`config.mk`:
```
export PLATFORM = sky130hd
export DESIGN_NAME = apq_ctrl
export DESIGN_NICKNAME = d
export VERILOG_FILES = /design/src/hw/rtl/apq_pkg.sv /design/src/hw/rtl/apq_ctrl.sv
export SDC_FILE = /design/constraint.sdc
export NUM_CORES = 1
export LEC_CHECK = 0
export BUFFER_PORTS_ARGS = -buffer_cell sky130_fd_sc_hd__buf_2
export CORE_AREA = 2 2 39 41
export DETAILED_ROUTE_END_ITERATION = 10
export DIE_AREA = 0 0 41 43
export GPL_ROUTABILITY_DRIVEN = 1
export PLACE_DENSITY = 0.65
export SLEW_MARGIN = 20
export SYNTH_ARGS = -nofsm -noshare
export SYNTH_HDL_FRONTEND = slang
export SYNTH_SLANG_ARGS = --single-unit
```
`constraint.sdc`:
```
create_clock -name clk -period 1.9 [get_ports clk]
set_input_delay 0.57 -clock clk [delete_from_list [all_inputs] [get_ports clk]]
set_output_delay 0.57 -clock clk [all_outputs]
set_load 0.03 [all_outputs]
```
`src/hw/rtl/apq_pkg.sv`:
```
// ----------------------------------------------------------------------------
// apq_pkg
// Shared sizes, operation and status codes, and the command and status
// bundles that run between the priority queue controller and its datapath.
// ----------------------------------------------------------------------------
package apq_pkg;

  localparam int DEPTH  = 256;
  localparam int IDX_W  = $clog2(DEPTH);
  localparam int CNT_W  = IDX_W + 1;
  localparam int DATA_W = 32;
  localparam int ENTRY_W = 2 * DATA_W;

  localparam int IN_TDATA_W  = 2 * DATA_W;
  localparam int OUT_FIELD_W = 2 * DATA_W + CNT_W;
  localparam int OUT_TDATA_W = ((OUT_FIELD_W + 7) / 8) * 8;
  localparam int OUT_PAD_W   = OUT_TDATA_W - OUT_FIELD_W;

  typedef enum logic [1:0] {
    FN_ENQ  = 2'd0,
    FN_DEQ  = 2'd1,
    FN_PEEK = 2'd2,
    FN_NOP  = 2'd3
  } func_t;

  typedef enum logic [1:0] {
    ST_OK    = 2'd0,
    ST_FULL  = 2'd1,
    ST_EMPTY = 2'd2
  } status_t;

  // Commands from the controller to the datapath.
  typedef struct packed {
    logic    capture;      // latch the input beat
    logic    enq_write;    // append the latched entry, bump the count
    logic    set_res;      // load the result with res_status and zero payload
    status_t res_status;
    logic    scan_start;   // sweep all entries looking for the winner
    logic    res_best;     // load the result from the winner
    logic    shift_start;  // sweep the entries above the winner down by one
    logic    dec_count;    // drop the count after a dequeue
    logic    load_out;     // move the result into the output register
  } apq_cmd_t;

  // Status from the datapath to the controller.
  typedef struct packed {
    func_t func;
    logic  cnt_zero;
    logic  cnt_full;
    logic  sweep_busy;
  } apq_sts_t;

endpackage

```
`src/hw/rtl/apq_ctrl.sv`:
```
// ----------------------------------------------------------------------------
// apq_ctrl
// Sequencer for the priority queue: decodes each operation, runs the scan
// and shift sweeps in the datapath and hands the result to the output stage.
// ----------------------------------------------------------------------------
module apq_ctrl
  import apq_pkg::*;
(
  input  logic     clk,
  input  logic     rst_n,
  input  logic     in_tvalid,
  output logic     in_tready,
  output logic     out_tvalid,
  input  logic     out_tready,
  input  apq_sts_t sts,
  output apq_cmd_t cmd
);

  typedef enum logic [2:0] {
    S_IDLE,
    S_DECODE,
    S_SCAN,
    S_PICK,
    S_SHIFT,
    S_FINISH
  } state_t;

  state_t state_r, state_nxt;
  logic   out_valid_r, out_valid_nxt;

  assign in_tready  = (state_r == S_IDLE);
  assign out_tvalid = out_valid_r;

  always_comb begin
    state_nxt = state_r;
    cmd       = '0;
    cmd.res_status = ST_OK;
    unique case (state_r)
      S_IDLE: begin
        if (in_tvalid) begin
          cmd.capture = 1'b1;
          state_nxt   = S_DECODE;
        end
      end
      S_DECODE: begin
        unique case (sts.func)
          FN_ENQ: begin
            cmd.set_res = 1'b1;
            if (sts.cnt_full) begin
              cmd.res_status = ST_FULL;
            end else begin
              cmd.enq_write = 1'b1;
            end
            state_nxt = S_FINISH;
          end
          FN_DEQ, FN_PEEK: begin
            if (sts.cnt_zero) begin
              cmd.set_res    = 1'b1;
              cmd.res_status = ST_EMPTY;
              state_nxt      = S_FINISH;
            end else begin
              cmd.scan_start = 1'b1;
              state_nxt      = S_SCAN;
            end
          end
          default: begin
            cmd.set_res = 1'b1;
            state_nxt   = S_FINISH;
          end
        endcase
      end
      S_SCAN: begin
        if (!sts.sweep_busy) begin
          state_nxt = S_PICK;
        end
      end
      S_PICK: begin
        cmd.res_best = 1'b1;
        if (sts.func == FN_DEQ) begin
          cmd.shift_start = 1'b1;
          state_nxt       = S_SHIFT;
        end else begin
          state_nxt = S_FINISH;
        end
      end
      S_SHIFT: begin
        if (!sts.sweep_busy) begin
          cmd.dec_count = 1'b1;
          state_nxt     = S_FINISH;
        end
      end
      S_FINISH: begin
        // The output register may still hold the previous beat.
        if (!out_valid_r || out_tready) begin
          cmd.load_out = 1'b1;
          state_nxt    = S_IDLE;
        end
      end
      default: begin
        state_nxt = S_IDLE;
      end
    endcase
  end

  always_comb begin
    out_valid_nxt = out_valid_r;
    if (cmd.load_out) begin
      out_valid_nxt = 1'b1;
    end else if (out_tready) begin
      out_valid_nxt = 1'b0;
    end
  end

  always_ff @(posedge clk) begin
    if (!rst_n) begin
      state_r     <= S_IDLE;
      out_valid_r <= 1'b0;
    end else begin
      state_r     <= state_nxt;
      out_valid_r <= out_valid_nxt;
    end
  end

`ifndef ASSERT_OFF
  a_load_free: assert property (@(posedge clk) disable iff (!rst_n)
    cmd.load_out |-> (!out_valid_r || out_tready))
    else $error("result loaded over an untaken beat");

  a_shift_deq: assert property (@(posedge clk) disable iff (!rst_n)
    (state_r == S_SHIFT) |-> (sts.func == FN_DEQ))
    else $error("shift sweep outside a dequeue");

  a_scan_nonempty: assert property (@(posedge clk) disable iff (!rst_n)
    cmd.scan_start |-> !sts.cnt_zero)
    else $error("scan started on an empty queue");
`endif

endmodule

```
==> impl_metrics.env <==
export IMPL_pre_cts_ws_ps=-52.82
export IMPL_yosysWarningCount=0
export IMPL_numCtsBuffers=3
export IMPL_worst_slew_pin_slew_ps=234.7
export IMPL_start_util_pct=29.11
export IMPL_post_synth_num_cell_types=24
export IMPL_vias_per_cell=4.520
export IMPL_portBuffers=20
export IMPL_syn_nets=65
export IMPL_track_usage_pct=12.42
export IMPL_fin_crit_ps=1883
export IMPL_die_w_um=41
export IMPL_synthesis_area_um2=402.9
export IMPL_grt_overflow_total=0
export IMPL_avgRoutedWirePerCell_um=10.39
export IMPL_fp_dieH_um=43
export IMPL_worst_slack_ps=17.37
export IMPL_final_max_slew_violation_count=0
export IMPL_cts_tree="built"
export IMPL_io_pins=21
export IMPL_ir_drop_uv=355.7
export IMPL_leakagePower_nw=0.3373
export IMPL_synth_seq_cells=4
export IMPL_start_kind="input port"
export IMPL_worstPathMaxFanout=3
export IMPL_finalHoldViolCount=0
export IMPL_cap_violations=0
export IMPL_skew_ps=1.489
export IMPL_clk_pin_slew_ps=40
export IMPL_layout_worst_path_cycle_share_pct=99.09
export IMPL_clk_latency_ps=230
export IMPL_setup_tns_ps=0
export IMPL_areaGrowthSynthToFinish_pct=65.22
export IMPL_critPathRequiredTime_ps=1330
export IMPL_first_iter_violations=3
export IMPL_cts_max_level=1
export IMPL_slew_headroom_pct=84.22
export IMPL_placement_rows=14
export IMPL_die_area_um2=1763
export IMPL_first_pass_iters=2
export IMPL_drive_gt1_share_pct=54.88
export IMPL_vias=443
export IMPL_grt_antenna_before_repair=0
export IMPL_arrival_ps=1310
export IMPL_dp_hpwl_um=675.7
export IMPL_path_class="in -> out"
export IMPL_hold_class="reg -> reg"
export IMPL_reg2regPathDepth=5
export IMPL_crit_path_top_delay_cell="ha_1"
export IMPL_powerDensity_nw_per_um2=775.8
export IMPL_grt_max_degree=15
export IMPL_drc=0
export IMPL_cts_hold_buf=0
export IMPL_gp_congestion=0.6723
export IMPL_final_cell_mix="buf_4 (14), buf_2 (13), nand2_1 (5)"
export IMPL_fillCellCount=142
export IMPL_final_common_cell="buf_4"
export IMPL_synth_area_per_cell_um2=7.602
export IMPL_synthCells=53
export IMPL_clock_sinks=4
export IMPL_worstHoldPathCells=2
export IMPL_grt_pass1_wl_mm=1.455
export IMPL_clockBufferDepth=2
export IMPL_grt_pass1_vias=368
export IMPL_ant_nets=0
export IMPL_fin_nets=96
export IMPL_synth_seq_area_share_pct=19.88
export IMPL_setup_viol=0
export IMPL_routed_wl_mm=1.018
export IMPL_endpoint_kind="primary output"
export IMPL_outcome="finished clean"
export IMPL_max_stage_delay_ps=200
export IMPL_core_um2=1384
export IMPL_cp_cell_sequence="buf_2, buf_4, ha_1, and3_4, buf_6"
export IMPL_insertedDiodeCount=0
export IMPL_rsz0062_at_grt="yes"
export IMPL_root_buffer="clkbuf_4"
export IMPL_fmax_ghz=0.5312
-- area by class of cell --
class | count | area (um2) | area share (%)
Multi-Input combinational cell | 41 | 324.1 | 48.68
Inverter | 4 | 15.01 | 2.256
Clock buffer | 3 | 22.52 | 3.383
Sequential cell | 4 | 80.08 | 12.03
Tap cell | 16 | 20.02 | 3.008
Timing Repair Buffer | 30 | 203.9 | 30.64
-- repair_timing --
item                       4_1_cts  5_1_grt
setup endpoints to repair        6        8
gates resized for setup          9        9
setup buffers                    0        3
hold endpoints to repair         0        0
-- sequential cells by signal, indices dropped and copies added, names as in the netlist --
name and count:
out_tvalid 1, state_r 3
-- where the power goes --
| part | switching [mW] | total (mW) | leakage, nW | internal [mW] |
|---|---|---|---|---|
| clock network | 0.0318 | 0.102 | 0.0138 | 0.0705 |
| registers | 0.00675 | 0.105 | 0.0329 | 0.0983 |
| logic | 0.170 | 0.309 | 0.291 | 0.139 |
| total | 0.209 | 0.516 | 0.337 | 0.307 |
-- Yosys cell counts, drive strengths merged --
| master | count | area (um2) |
|---|---|---|
| nand2 | 5 | 18.77 |
| nor3b | 5 | 42.54 |
| a21oi | 4 | 20.02 |
| buf | 4 | 31.27 |
| dfxtp | 4 | 80.08 |
| inv | 4 | 15.01 |
| nor2 | 4 | 15.01 |
| and3 | 3 | 18.77 |
| ha | 3 | 37.54 |
| and2 | 2 | 12.51 |
| and2b | 2 | 20.02 |
| nor2b | 2 | 12.51 |
| nor3 | 2 | 10.01 |
| o21ai | 2 | 10.01 |
| a211o | 1 | 8.760 |
| a21boi | 1 | 7.510 |
| a31oi | 1 | 6.260 |
| mux2i | 1 | 10.01 |
| o2bb2ai | 1 | 8.760 |
| o31ai | 1 | 7.510 |
| o32a | 1 | 10.01 |
-- final timing paths --
kind              slack, ps                 endpoint                    start
setup / recovery         20                   cmd[2]                   sts[3]
hold / removal          610  state_r[1]$_SDFFE_PN0P_  state_r[2]$_SDFFE_PN0P_
setup reg to reg        580  state_r[0]$_SDFFE_PN0P_  state_r[1]$_SDFFE_PN0P_
hold reg to reg         610  state_r[1]$_SDFFE_PN0P_  state_r[2]$_SDFFE_PN0P_
-- per-stage QoR --
| stage | area (um2) | hold WS (ps) | util, % | cells | total power [mW] |
|---|---|---|---|---|---|
| 3_3_place_gp | 559.3 | 579.1 | 40.42 | 92 | 0.3763 |
| 4_1_cts | 618.1 | 613.1 | 44.67 | 95 | 0.5022 |
| 2_1_floorplan | 417.9 | 534.3 | - | 53 | 0.3125 |
| 3_5_place_dp | 559.3 | 587.2 | 40.42 | 92 | 0.3797 |
| 6_report | 665.6 | 612.4 | 48.10 | 98 | 0.5164 |
| 5_1_grt | 665.6 | 647.6 | 48.10 | 98 | 0.5510 |
-- kinds of logic after synthesis --
family / after synthesis / synth area share [%]
simple gates: 25 / 37.27
compound gates: 12 / 19.57
buf+inv: 8 / 11.49
flops: 4 / 19.88
fa+ha+maj: 3 / 9.318
mux: 1 / 2.485
-- worst max-delay path: cells and delay by family --
family	cells	cell delay (ps)
buffers and inverters	3	370
adder cells (fa/ha/maj)	1	200
AND/OR/NAND/NOR	1	170
-- metal layers --
layer / share of wire, % / routed length (um) / global-route usage (%)
met1: 43 / 435 / 15.02
met2: 55 / 561 / 18.44
met3: 2.0 / 20 / 0
met4: 0 / 0 / 12.00
met5: 0 / 0 / 0
(Power assumes the default switching activity.)
